[config.mk]
export PLATFORM = sky130hd
export DESIGN_NAME = page_frame_allocator_wait_queue
export DESIGN_NICKNAME = d
export VERILOG_FILES = /design/src/design/pfa_pkg.sv /design/src/design/pfa_ram.sv /design/src/design/pfa_div.sv /design/src/design/page_frame_allocator_wait_queue.sv
export SDC_FILE = /design/constraint.sdc
export NUM_CORES = 2
export LEC_CHECK = 0
export BUFFER_PORTS_ARGS = -buffer_cell sky130_fd_sc_hd__clkbuf_2
export CAP_MARGIN = 20
export CORE_UTILIZATION = 44
export DETAILED_ROUTE_END_ITERATION = 16
export HOLD_SLACK_MARGIN = 0.12
export PLACE_DENSITY = 0.6
export SLEW_MARGIN = 20
export SYNTH_ARGS = -nofsm -noshare
export SYNTH_HDL_FRONTEND = slang
export SYNTH_SLANG_ARGS = --single-unit
[constraint.sdc]
create_clock -name clk -period 10 [get_ports clk]
set_input_delay 1.5 -clock clk [delete_from_list [all_inputs] [get_ports clk]]
set_output_delay 1.5 -clock clk [all_outputs]
set_load 0.01 [all_outputs]
[src/design/pfa_pkg.sv]
// Package for the page frame allocator with wait queue.
// Holds field widths, operation and result codes, the result record and the FSM states.
// No dependencies.
package pfa_pkg;

  localparam int OP_W   = 2;
  localparam int ID_W   = 8;
  localparam int SIZE_W = 20;
  localparam int PS_W   = 13;
  localparam int FIU_W  = 9;
  localparam int KIND_W = 3;
  localparam int CNT_W  = 9;
  localparam int QLEN_W = 5;
  localparam int CIDX_W = 2;

  typedef enum logic [OP_W-1:0] {
    OP_ARRIVE   = 2'd0,
    OP_COMPLETE = 2'd1,
    OP_ADMIT    = 2'd2,
    OP_NOP      = 2'd3
  } op_t;

  typedef enum logic [KIND_W-1:0] {
    K_QUEUED   = 3'd0,
    K_DROPPED  = 3'd1,
    K_RELEASED = 3'd2,
    K_ADMITTED = 3'd3,
    K_NONE     = 3'd4
  } kind_t;

  localparam logic [CIDX_W-1:0] CFG_PAGE_SIZE = 2'd0;
  localparam logic [CIDX_W-1:0] CFG_FRAMES    = 2'd1;

  localparam logic [PS_W-1:0]  PAGE_SIZE_RST = 13'd100;
  localparam logic [FIU_W-1:0] FRAMES_RST    = 9'd256;

  typedef struct packed {
    kind_t              kind;
    logic [ID_W-1:0]    id;
    logic [CNT_W-1:0]   cnt;
    logic [CNT_W-1:0]   free;
    logic [QLEN_W-1:0]  qlen;
  } res_t;

  typedef enum logic [3:0] {
    S_CLR,
    S_IDLE,
    S_CNT,
    S_REL,
    S_ARR,
    S_QRD,
    S_QCHK,
    S_DIV,
    S_SHIFT,
    S_ALC,
    S_PUSH,
    S_FIN
  } state_t;

endpackage

[src/design/pfa_ram.sv]
// Generic single-port-write, single-port-read RAM with a registered read.
// No dependencies.
module pfa_ram #(
  parameter int WIDTH = 8,
  parameter int DEPTH = 256
) (
  input  logic                     clk,
  input  logic                     we,
  input  logic [$clog2(DEPTH)-1:0] waddr,
  input  logic [WIDTH-1:0]         wdata,
  input  logic [$clog2(DEPTH)-1:0] raddr,
  output logic [WIDTH-1:0]         rdata
);

  logic [WIDTH-1:0] mem [DEPTH];

  always_ff @(posedge clk) begin
    if (we) begin
      mem[waddr] <= wdata;
    end
    rdata <= mem[raddr];
  end

endmodule

[src/design/pfa_div.sv]
// Restoring divider, one quotient bit per cycle, for the page count of an admission.
// Depends on pfa_pkg.
module pfa_div
  import pfa_pkg::*;
(
  input  logic              clk,
  input  logic              rst_n,
  input  logic              start,
  input  logic [SIZE_W-1:0] num,
  input  logic [PS_W-1:0]   den,
  output logic              done,
  output logic [SIZE_W-1:0] quo,
  output logic              rem_nz
);

  localparam int CW = $clog2(SIZE_W + 1);

  logic [PS_W:0]   rem_r, rem_nxt;
  logic [SIZE_W-1:0] quo_r, quo_nxt;
  logic [PS_W-1:0] den_r, den_nxt;
  logic [CW-1:0]   cnt_r, cnt_nxt;
  logic            done_r, done_nxt;
  logic [PS_W:0]   sh;
  logic [PS_W+1:0] dif;
  logic            ge;

  always_comb begin
    sh       = {rem_r[PS_W-1:0], quo_r[SIZE_W-1]};
    dif      = {1'b0, sh} - {2'b00, den_r};
    ge       = !dif[PS_W+1];
    rem_nxt  = rem_r;
    quo_nxt  = quo_r;
    den_nxt  = den_r;
    cnt_nxt  = cnt_r;
    done_nxt = 1'b0;
    if (start) begin
      rem_nxt = '0;
      quo_nxt = num;
      den_nxt = den;
      cnt_nxt = CW'(SIZE_W);
    end else if (cnt_r != '0) begin
      rem_nxt = ge ? dif[PS_W:0] : sh;
      quo_nxt = {quo_r[SIZE_W-2:0], ge};
      cnt_nxt = cnt_r - 1'b1;
      done_nxt = (cnt_r == CW'(1));
    end
  end

  always_ff @(posedge clk) begin
    if (!rst_n) begin
      cnt_r  <= '0;
      done_r <= 1'b0;
    end else begin
      cnt_r  <= cnt_nxt;
      done_r <= done_nxt;
    end
    rem_r <= rem_nxt;
    quo_r <= quo_nxt;
    den_r <= den_nxt;
  end

  assign done   = done_r;
  assign quo    = quo_r;
  assign rem_nz = (rem_r != '0);

endmodule

[src/design/page_frame_allocator_wait_queue.sv]
// Page frame allocator with an ordered wait queue; owner map and queue live in RAMs.
// Arrive counts free frames over the N managed frames, then queues; complete sweeps all FRAMES
// owner entries. An admit pass counts, then scans the queue and skips entries that do not fit;
// each admission divides, shifts the queue, allocates frames and pushes its result. A stalled
// output adds its stall. One item is worked at a time. Synchronous active-low reset empties
// the queue, then the owner map is cleared with the input stalled. Results wait in an output register.
module page_frame_allocator_wait_queue
  import pfa_pkg::*;
#(
  parameter int FRAMES      = 256,
  parameter int QUEUE_DEPTH = 16
) (
  input  logic              clk,
  input  logic              rst_n,
  input  logic              in_valid,
  output logic              in_stall,
  input  logic [OP_W-1:0]   in_op,
  input  logic [ID_W-1:0]   in_process_id,
  input  logic [SIZE_W-1:0] in_request_size,
  output logic              out_valid,
  input  logic              out_stall,
  output logic [KIND_W-1:0] out_kind,
  output logic [ID_W-1:0]   out_result_id,
  output logic [CNT_W-1:0]  out_frame_count,
  output logic [CNT_W-1:0]  out_free_frames,
  output logic [QLEN_W-1:0] out_queue_length,
  output logic              out_last,
  input  logic              cfg_valid,
  output logic              cfg_ready,
  input  logic [CIDX_W-1:0] cfg_index,
  input  logic [PS_W-1:0]   cfg_data
);

  localparam int FAW  = $clog2(FRAMES);
  localparam int FCW  = $clog2(FRAMES + 1);
  localparam int QAW  = $clog2(QUEUE_DEPTH);
  localparam int QCW  = $clog2(QUEUE_DEPTH + 1);
  localparam int NW   = (FCW > FIU_W) ? FCW : FIU_W;
  localparam int AVW  = FCW + PS_W;
  localparam int MW   = (AVW > SIZE_W) ? AVW : SIZE_W;
  localparam int QEW  = ID_W + SIZE_W;
  localparam int PGW  = SIZE_W + 1;

  state_t            state_r, state_nxt;
  op_t               op_r, op_nxt;
  logic [ID_W-1:0]   pid_r, pid_nxt;
  logic [SIZE_W-1:0] need_r, need_nxt;
  logic [ID_W-1:0]   adm_id_r, adm_id_nxt;
  logic [PGW-1:0]    pages_r, pages_nxt;
  logic [FCW-1:0]    sw_cnt_r, sw_cnt_nxt;
  logic              sw_v_r, sw_v_nxt;
  logic [FAW-1:0]    sw_a_r, sw_a_nxt;
  logic [FCW-1:0]    free_r, free_nxt;
  logic [FCW-1:0]    freed_r, freed_nxt;
  logic [FCW-1:0]    got_r, got_nxt;
  logic [QCW-1:0]    qcnt_r, qcnt_nxt;
  logic [QCW-1:0]    q_r, q_nxt;
  logic [QCW-1:0]    qj_r, qj_nxt;
  logic              qv_r, qv_nxt;
  logic [QAW-1:0]    qa_r, qa_nxt;
  res_t              pend_r, pend_nxt;
  logic              pend_v_r, pend_v_nxt;
  res_t              out_r, out_nxt;
  logic              out_last_r, out_last_nxt;
  logic              out_valid_r, out_valid_nxt;
  logic [PS_W-1:0]   ps_r;
  logic [FIU_W-1:0]  fiu_r;

  logic [PS_W-1:0]   ps_eff;
  logic [NW-1:0]     nf_wide;
  logic [FCW-1:0]    nf;
  logic [FCW-1:0]    sw_lim;
  logic              sw_issue;
  logic              sw_done;
  logic              in_nf;
  logic              match;
  logic              slot_free;
  logic [AVW-1:0]    avail;
  logic              q_issue;

  logic              own_we;
  logic [FAW-1:0]    own_waddr;
  logic [ID_W-1:0]   own_wdata;
  logic [FAW-1:0]    own_raddr;
  logic [ID_W-1:0]   own_rdata;
  logic              q_we;
  logic [QAW-1:0]    q_waddr;
  logic [QEW-1:0]    q_wdata;
  logic [QAW-1:0]    q_raddr;
  logic [QEW-1:0]    q_rdata;

  logic              div_start;
  logic              div_done;
  logic [SIZE_W-1:0] div_quo;
  logic              div_rem_nz;

  pfa_ram #(.WIDTH(ID_W), .DEPTH(FRAMES)) u_owner (
    .clk   (clk),
    .we    (own_we),
    .waddr (own_waddr),
    .wdata (own_wdata),
    .raddr (own_raddr),
    .rdata (own_rdata)
  );

  pfa_ram #(.WIDTH(QEW), .DEPTH(QUEUE_DEPTH)) u_queue (
    .clk   (clk),
    .we    (q_we),
    .waddr (q_waddr),
    .wdata (q_wdata),
    .raddr (q_raddr),
    .rdata (q_rdata)
  );

  pfa_div u_div (
    .clk    (clk),
    .rst_n  (rst_n),
    .start  (div_start),
    .num    (q_rdata[SIZE_W-1:0]),
    .den    (ps_eff),
    .done   (div_done),
    .quo    (div_quo),
    .rem_nz (div_rem_nz)
  );

  assign ps_eff    = (ps_r == '0) ? PS_W'(1) : ps_r;
  assign nf_wide   = (NW'(fiu_r) > NW'(FRAMES)) ? NW'(FRAMES) : NW'(fiu_r);
  assign nf        = nf_wide[FCW-1:0];
  assign sw_lim    = (state_r == S_REL) ? FCW'(FRAMES) : nf;
  assign sw_issue  = (sw_cnt_r < sw_lim);
  assign sw_done   = !sw_issue && !sw_v_r;
  assign in_nf     = (FCW'(sw_a_r) < nf);
  assign match     = (pid_r != '0) && (own_rdata == pid_r);
  assign slot_free = !out_valid_r || !out_stall;
  assign avail     = AVW'(free_r) * AVW'(ps_eff);
  assign q_issue   = (qj_r < qcnt_r);

  always_comb begin
    state_nxt     = state_r;
    op_nxt        = op_r;
    pid_nxt       = pid_r;
    need_nxt      = need_r;
    adm_id_nxt    = adm_id_r;
    pages_nxt     = pages_r;
    sw_cnt_nxt    = sw_cnt_r;
    sw_v_nxt      = 1'b0;
    sw_a_nxt      = sw_cnt_r[FAW-1:0];
    free_nxt      = free_r;
    freed_nxt     = freed_r;
    got_nxt       = got_r;
    qcnt_nxt      = qcnt_r;
    q_nxt         = q_r;
    qj_nxt        = qj_r;
    qv_nxt        = 1'b0;
    qa_nxt        = qj_r[QAW-1:0];
    pend_nxt      = pend_r;
    pend_v_nxt    = pend_v_r;
    out_nxt       = out_r;
    out_last_nxt  = out_last_r;
    out_valid_nxt = out_stall ? out_valid_r : 1'b0;
    own_we        = 1'b0;
    own_waddr     = sw_a_r;
    own_wdata     = '0;
    own_raddr     = sw_cnt_r[FAW-1:0];
    q_we          = 1'b0;
    q_waddr       = qa_r - 1'b1;
    q_wdata       = q_rdata;
    q_raddr       = q_r[QAW-1:0];
    div_start     = 1'b0;
    in_stall      = (state_r != S_IDLE);

    unique case (state_r)
      S_CLR: begin
        own_we     = 1'b1;
        own_waddr  = sw_cnt_r[FAW-1:0];
        sw_cnt_nxt = sw_cnt_r + 1'b1;
        if (sw_cnt_r == FCW'(FRAMES - 1)) begin
          state_nxt = S_IDLE;
        end
      end
      S_IDLE: begin
        if (in_valid) begin
          op_nxt     = op_t'(in_op);
          pid_nxt    = in_process_id;
          need_nxt   = in_request_size;
          sw_cnt_nxt = '0;
          free_nxt   = '0;
          freed_nxt  = '0;
          pend_v_nxt = 1'b0;
          unique case (op_t'(in_op))
            OP_ARRIVE, OP_ADMIT: state_nxt = S_CNT;
            OP_COMPLETE:         state_nxt = S_REL;
            OP_NOP:              state_nxt = S_IDLE;
          endcase
        end
      end
      S_CNT, S_REL, S_ALC: begin
        sw_v_nxt = sw_issue;
        if (sw_issue) begin
          sw_cnt_nxt = sw_cnt_r + 1'b1;
        end
        if (sw_v_r) begin
          if (state_r == S_CNT) begin
            if (in_nf && own_rdata == '0) begin
              free_nxt = free_r + 1'b1;
            end
          end else if (state_r == S_REL) begin
            if (match) begin
              own_we    = 1'b1;
              freed_nxt = freed_r + 1'b1;
            end
            if (in_nf && (own_rdata == '0 || match)) begin
              free_nxt = free_r + 1'b1;
            end
          end else if (own_rdata == '0 && PGW'(got_r) < pages_r) begin
            own_we    = 1'b1;
            own_wdata = adm_id_r;
            got_nxt   = got_r + 1'b1;
          end
        end
        if (sw_done) begin
          if (state_r == S_CNT) begin
            q_nxt     = '0;
            state_nxt = (op_r == OP_ARRIVE) ? S_ARR : S_QRD;
          end else if (state_r == S_REL) begin
            pend_nxt   = '{K_RELEASED, pid_r, CNT_W'(freed_r), CNT_W'(free_r),
                           QLEN_W'(qcnt_r)};
            pend_v_nxt = 1'b1;
            state_nxt  = S_FIN;
          end else begin
            free_nxt  = free_r - got_r;
            qcnt_nxt  = qcnt_r - 1'b1;
            state_nxt = S_PUSH;
          end
        end
      end
      S_ARR: begin
        if (pid_r == '0 || qcnt_r == QCW'(QUEUE_DEPTH)) begin
          pend_nxt = '{K_DROPPED, pid_r, '0, CNT_W'(free_r), QLEN_W'(qcnt_r)};
        end else begin
          q_we     = 1'b1;
          q_waddr  = qcnt_r[QAW-1:0];
          q_wdata  = {pid_r, need_r};
          qcnt_nxt = qcnt_r + 1'b1;
          pend_nxt = '{K_QUEUED, pid_r, '0, CNT_W'(free_r), QLEN_W'(qcnt_r + 1'b1)};
        end
        pend_v_nxt = 1'b1;
        state_nxt  = S_FIN;
      end
      S_QRD: begin
        if (q_r < qcnt_r) begin
          state_nxt = S_QCHK;
        end else begin
          if (!pend_v_r) begin
            pend_nxt   = '{K_NONE, '0, '0, CNT_W'(free_r), QLEN_W'(qcnt_r)};
            pend_v_nxt = 1'b1;
          end
          state_nxt = S_FIN;
        end
      end
      S_QCHK: begin
        if (MW'(q_rdata[SIZE_W-1:0]) <= MW'(avail)) begin
          need_nxt   = q_rdata[SIZE_W-1:0];
          adm_id_nxt = q_rdata[QEW-1:SIZE_W];
          div_start  = 1'b1;
          state_nxt  = S_DIV;
        end else begin
          q_nxt     = q_r + 1'b1;
          state_nxt = S_QRD;
        end
      end
      S_DIV: begin
        if (div_done) begin
          pages_nxt = PGW'(div_quo) + PGW'(div_rem_nz);
          qj_nxt    = q_r + 1'b1;
          state_nxt = S_SHIFT;
        end
      end
      S_SHIFT: begin
        q_raddr = qj_r[QAW-1:0];
        qv_nxt  = q_issue;
        if (q_issue) begin
          qj_nxt = qj_r + 1'b1;
        end
        if (qv_r) begin
          q_we = 1'b1;
        end
        if (!q_issue && !qv_r) begin
          sw_cnt_nxt = '0;
          got_nxt    = '0;
          state_nxt  = S_ALC;
        end
      end
      S_PUSH: begin
        if (!pend_v_r || slot_free) begin
          if (pend_v_r) begin
            out_nxt       = pend_r;
            out_last_nxt  = 1'b0;
            out_valid_nxt = 1'b1;
          end
          pend_nxt   = '{K_ADMITTED, adm_id_r, CNT_W'(got_r), CNT_W'(free_r),
                         QLEN_W'(qcnt_r)};
          pend_v_nxt = 1'b1;
          state_nxt  = S_QRD;
        end
      end
      S_FIN: begin
        if (slot_free) begin
          out_nxt       = pend_r;
          out_last_nxt  = 1'b1;
          out_valid_nxt = 1'b1;
          pend_v_nxt    = 1'b0;
          state_nxt     = S_IDLE;
        end
      end
      default: state_nxt = S_IDLE;
    endcase
  end

  always_ff @(posedge clk) begin
    if (!rst_n) begin
      state_r     <= S_CLR;
      sw_cnt_r    <= '0;
      qcnt_r      <= '0;
      pend_v_r    <= 1'b0;
      out_valid_r <= 1'b0;
      sw_v_r      <= 1'b0;
      qv_r        <= 1'b0;
      ps_r        <= PAGE_SIZE_RST;
      fiu_r       <= FRAMES_RST;
    end else begin
      state_r     <= state_nxt;
      sw_cnt_r    <= sw_cnt_nxt;
      qcnt_r      <= qcnt_nxt;
      pend_v_r    <= pend_v_nxt;
      out_valid_r <= out_valid_nxt;
      sw_v_r      <= sw_v_nxt;
      qv_r        <= qv_nxt;
      if (cfg_valid && cfg_ready) begin
        if (cfg_index == CFG_PAGE_SIZE) begin
          ps_r <= cfg_data;
        end else if (cfg_index == CFG_FRAMES) begin
          fiu_r <= cfg_data[FIU_W-1:0];
        end
      end
    end
    op_r       <= op_nxt;
    pid_r      <= pid_nxt;
    need_r     <= need_nxt;
    adm_id_r   <= adm_id_nxt;
    pages_r    <= pages_nxt;
    sw_a_r     <= sw_a_nxt;
    free_r     <= free_nxt;
    freed_r    <= freed_nxt;
    got_r      <= got_nxt;
    q_r        <= q_nxt;
    qj_r       <= qj_nxt;
    qa_r       <= qa_nxt;
    pend_r     <= pend_nxt;
    out_r      <= out_nxt;
    out_last_r <= out_last_nxt;
  end

  assign cfg_ready        = 1'b1;
  assign out_valid        = out_valid_r;
  assign out_kind         = out_r.kind;
  assign out_result_id    = out_r.id;
  assign out_frame_count  = out_r.cnt;
  assign out_free_frames  = out_r.free;
  assign out_queue_length = out_r.qlen;
  assign out_last         = out_last_r;

endmodule
# After elaboration in Yosys (flattened, before gate mapping)
# Memories as Yosys holds them, arrays and structs flattened. A register that Yosys moved wholly into a read port is not among the register bits.
# Index checks and enable logic that the tools add are counted.
# op_classes
addsub,13
mul,1
order_cmp,7
eq_ne,42
mux,115
bitwise_logic,3
n_reduce_logical,62
# ops
cell,count
34-bit 2-to-1 mux,9
9-bit 2-to-1 mux,21
34-bit one-hot mux with 4 select lines,1
20-bit 2-to-1 mux,4
34-bit one-hot mux with 2 select lines,1
28-bit 2-to-1 mux,2
5-bit 2-to-1 mux,11
9-bit one-hot mux with 2 select lines,3
4-bit 2-to-1 mux,12
8-bit 2-to-1 mux,6
2-bit != test (second input constant),21
20-bit one-hot mux with 2 select lines,1
4-bit one-hot mux with 10 select lines,1
9-bit by 1-bit adder with 9-bit output (second input constant),4
9-bit one-hot mux with 4 select lines,1
32-bit 2-to-1 mux,1
5-bit one-hot mux with 2 select lines,3
1-bit 2-to-1 mux,29
20-bit by 22-bit less-or-equal comparator with 1-bit output,1
9-bit by 13-bit multiplier with 22-bit output,1
20-bit by 1-bit adder with 21-bit output,1
9-bit by 21-bit less-than comparator with 1-bit output,1
4-bit by 3-bit == test with 1-bit output (second input constant),4
4-bit == test (second input constant),4
other kinds (48),100
# totals
reg_bits,274
ramBits,2496
in_bits,50
elab_cells,283
n_memories,2
# mem_list
memory,words,word_bits,read_ports,rd_clocked_by_memory_dff,wr,line_no,text
u_owner.mem,256,8,1,1,1,pfa_ram.sv:15,logic [WIDTH-1:0] mem [DEPTH];
u_queue.mem,16,28,1,1,1,pfa_ram.sv:15,

# Longest topological paths before layout
# logic_depth
depth_word,12
ltp_mapped,29
mapped_depth_nobuf,28

# Cells and area by module
# From an unflattened synthesis, not the netlist that was laid out.
# unflattened
cells_unflattened,6340
hier_area_um2,115228.0
# modules_own_cells
mod,n_inst,cells_each,area_each_um2
pfa_ram at u_owner,1,3733,79556.3
pfa_ram at u_queue,1,735,17534.3
page_frame_allocator_wait_queue,1,1606,15302.2
pfa_div,1,266,2835.2

# Worst setup path before layout
# OpenSTA, ideal clock, no wires.
# synth_path
kind,reg2reg
start,register free_r[0]
end,"register adm_id_r[0], enable pin"
arrival_time_ps,6730
required_time_ps,9606
slack_ps,2876
path_stages_with_launch,27
path_buffers,3
synth_period_minus_slack_ps,7124
cell_sequence,edfxtp_1 > clkbuf_1 > clkbuf_1 > nand2_1 > fa_1 > inv_1 > fa_1 > inv_1 > fa_1 > fa_1 > inv_1 > ha_1 > o21ai_0 > o21bai_1 > o41ai_1 > a21boi_0 > o21a_1 > o21a_1 > or2_2 > ha_1 > nand2_1 > o21ai_0 > nor4_1 > a21oi_1 > a2bb2oi_1 > a31oi_2 > clkbuf_1
# synth_via
elab_chain_len,3
# synth_rtl
element,line_no,text
from (decl),page_frame_allocator_wait_queue.sv:53,"logic [FCW-1:0] free_r, free_nxt;"
from (signal assigned),page_frame_allocator_wait_queue.sv:353,free_r <= free_nxt;
9-bit by 13-bit multiplier with 22-bit output,page_frame_allocator_wait_queue.sv:135,assign avail = AVW'(free_r) * AVW'(ps_eff);
20-bit by 22-bit less-or-equal comparator with 1-bit output,page_frame_allocator_wait_queue.sv:262,if (MW'(q_rdata[SIZE_W-1:0]) <= MW'(avail)) begin
2-bit AND reduction (no source line),-,
to (signal assigned),page_frame_allocator_wait_queue.sv:350,adm_id_r <= adm_id_nxt;
to (decl),page_frame_allocator_wait_queue.sv:48,"logic [ID_W-1:0] adm_id_r, adm_id_nxt;"
# Every way passes these cells.
# A chain may end at the register's enable or synchronous reset.

# Worst setup path after layout
# layout_path
start,register ps_r[1]
end,"register need_r[11], enable pin"
# layout_via
elab_chain_len,6
# layout_rtl
element,line_no,text
from (decl),page_frame_allocator_wait_queue.sv:66,logic [PS_W-1:0] ps_r;
from (signal assigned),page_frame_allocator_wait_queue.sv:341,ps_r <= cfg_data;
13-bit zero test,page_frame_allocator_wait_queue.sv:126,assign ps_eff = (ps_r == '0) ? PS_W'(1) : ps_r;
13-bit 2-to-1 mux,page_frame_allocator_wait_queue.sv:126,
named net ps_eff[0],page_frame_allocator_wait_queue.sv:69,logic [PS_W-1:0] ps_eff;
9-bit by 13-bit multiplier with 22-bit output,page_frame_allocator_wait_queue.sv:135,
20-bit by 22-bit less-or-equal comparator with 1-bit output,page_frame_allocator_wait_queue.sv:262,
2-bit != test (no source line),-,
3-bit AND reduction (no source line),-,
to (signal assigned),page_frame_allocator_wait_queue.sv:349,need_r <= need_nxt;
to (decl),page_frame_allocator_wait_queue.sv:47,"logic [SIZE_W-1:0] need_r, need_nxt;"
# The timed path passes the listed nets, and every way through them passes these cells.

==> metrics.cfg <==
[critical_path]
cp_top_family=adder cells
rr_worst_depth=29
cp-endpoint=need_r[11]
critPathMaxFanout=64
crit_type=register to register
cp_slowest_stage_delay_ns=0.71
critPathBufInv=6
cp-end-kind=register
reg2reg_slack_ns=1.76
critPathLaunchType=register
slowest_stage=buf_4
cp-startpoint=ps_r[1]
worstPathArrival_ns=8.87
reg2reg_to=need_r[11]
required_ns=10.62
r2r_start=ps_r[1]
worstSetupPathDepth=29

[cells_and_area]
fin_nets=6794
final_area_um2=133000
syn_to_final_growth_pct=13.8
fillerInstances=21298
drive_above_1_share_pct=24.2

[logic_synthesis]
synthAdderAreaFrac_pct=2.75
synthTopCellsByArea=edfxtp_1, mux4_2, dfxtp_1, nand2_1, fa_1
synthMuxAreaShare_pct=14.0
synth-compound-area-share_pct=3.30
synth_top_family_by_area=multiplexers
synth_cell_types=85
yosys.area_share.simple_pct=5.67
yosysSeqAreaShare_pct=71.3
synth_xor_area_share_pct=0.691
synth_area_per_cell_um2=18.4
synth-seq-cells=2806
synth_nets=6602
synthArstFlopShare_pct=0
ys.flop_type=edfxtp_1
synth.most_common_cell=edfxtp_1
synth_commonest_cells=edfxtp_1, mux4_2, nand2_1
synth_area_um2=117000
synth_edf_count=2694
synth_top_area_share_pct=69.4
synthCells=6344
yosysTopAreaCell=edfxtp_1
yosys_warnings=0

[routing]
num_vias=61138
ant_nets=0
first_pass_iters=5
routed_wl_mm=298
wl_per_cell_um=29.0
drtIter0Drc=6594
remaining_drc_errors=0
via_per_inst=5.95

[die]
die_area_um2=267000
start_util_pct=44.3
io-pin-count=88
die_x_um=517
die_height_um=517
core-area_um2=263000
row_count=188

[sta]
max_slew_margin_pct=22.6
skew_ns=0.0714
min_period_ns=8.24
fmax_mhz=121
setup_viol_count_final=0
tightest_slew_ns=1.15
finalMaxSlewViolations=0
setup-tns-final_ns=0
finalCritPeriodShare_pct=82.4
hold_viol_final=0
rsz0062_at_grt=false

[global_route]
grt_pass1_vias=61225
antenna_found_initial=10
grt_max_degree=205
grt-ovfl-total=0
grt_pass1_wl_mm=433
grt_usage_pct=22.4

[placed_design]
place_area_um2=123000
place_congestion=0.844
port_buffers=86
dp_hpwl_mm=175

[cts]
cts_setup_buffers=0
clk_pin_slew_worst_paths_ns=0.06
clock-sinks=2806
htreeDepth=5
insertion_delay_ns=0.95
numCtsBuffers=299
clockBufferDepth=4
hold_buffers=0
cts_tree=yes
ctsResizeCount=0
cts_root_buf=clkbuf_16

[worst_hold_path]
holdPathStages=0
min_path_type=register to register
holdCritStartpoint=pend_r[11]

[power_and_ir_drop]
power.density_nw_per_um2=193
power.leakage_nw=37.2
ir_drop_mv=0.196

[run]
max_cap_violations=0

[run_status]
status=complete, no violations

[metal layers]
layer | vias up | GRT usage [%] | wire length, um
li1 | 26039 | - | -
met1 | 32345 | 32.4 | 127000
met2 | 2353 | 34.8 | 141000
met3 | 401 | 4.17 | 23000
met4 | 0 | 5.98 | 7110
met5 | - | 0 | 0
[worst min-delay path by stage]
| stage | end | slack (ns) |
|---|---|---|
| 2_1_floorplan | sw_a_r[2] | 0.35 |
| 3_3_place_gp | out_frame_count[2] | 0.41 |
| 3_5_place_dp | out_frame_count[4] | 0.40 |
| 4_1_cts | out_free_frames[6] | 0.41 |
| 5_1_grt | out_free_frames[6] | 0.43 |
| 6_report | out_free_frames[6] | 0.40 |
[where the power goes]
part	internal, mW	switching (mW)	leakage [nW]	total, mW
Combinational	0.823	1.13	12.1	1.96
Clock	6.18	4.42	4.49	10.6
Sequential	12.8	0.145	20.6	13.0
Total	19.8	5.70	37.2	25.5
[layout by cell type (no fill, tap or decap), drive strengths merged, types with 19 or more instances in the layout]
cell	instances
xnor2	55
mux2i	147
nor4	278
nor2	142
buf	216
nor3	38
a31oi	52
ha	128
nand2	494
clkinv	104
a21oi	96
mux4	648
edfxtp	2694
a22oi	29
a21o	21
o21a	19
fa	80
bufinv	23
a211oi	104
and3	21
nand3	60
nor2b	31
clkbuf	464
inv	180
nand4	20
dfxtp	112
nand2b	28
o22ai	22
xor2	37
o21ai	62
and2	113
a311oi	31
mux2	23
a22o	20
[final cells by class]
cell class | count | area (um2) | share of cell area, %
flip-flops and latches | 2806 | 83200 | 62.7
multi-input cells | 2953 | 32800 | 24.8
clock buffers | 377 | 7910 | 5.96
well taps | 3515 | 4400 | 3.32
repair buffers | 303 | 2320 | 1.75
clock inverters | 142 | 1300 | 0.980
inverters | 173 | 657 | 0.495
diodes | 5 | 12.5 | 0.00944
[per-stage QoR]
| step | std cells | util, % | power (mW) | hold slack, ns | setup slack [ns] |
|---|---|---|---|---|---|
| 2_1_floorplan | 6344 | - | 14.6 | 0.354 | 2.88 |
| 3_3_place_gp | 9736 | 46.5 | 15.1 | 0.408 | 1.87 |
| 3_5_place_dp | 9740 | 46.6 | 15.2 | 0.405 | 1.84 |
| 4_1_cts | 10259 | 50.1 | 25.7 | 0.409 | 1.82 |
| 5_1_grt | 10271 | 50.4 | 26.4 | 0.433 | 1.28 |
| 6_report | 10274 | 50.4 | 25.5 | 0.405 | 1.76 |
[logic make-up after synthesis]
kind of cell / count (synthesis)
simple gates: 1284
other cells: 1
xor+xnor: 92
fa+ha+maj: 208
buf+inv: 585
compound gates: 550
mux: 818
flops: 2806
[state kept, by name (all words and copies together), names as in the netlist, 8 cells and up]
register         count
need_r              20
u_div.rem_r         14
pid_r                8
u_div.den_r         13
freed_r              9
u_owner.mem       2048
u_queue.rdata       28
sw_cnt_r             9
free_r               9
out_frame_count      9
ps_r                13
pages_r             21
pend_r              34
u_div.quo           20
u_owner.rdata        8
sw_a_r               8
out_result_id        8
fiu_r                9
u_queue.mem        448
out_free_frames      9
got_r                9
adm_id_r             8
Note: power is estimated with default switching activity, not from simulation.
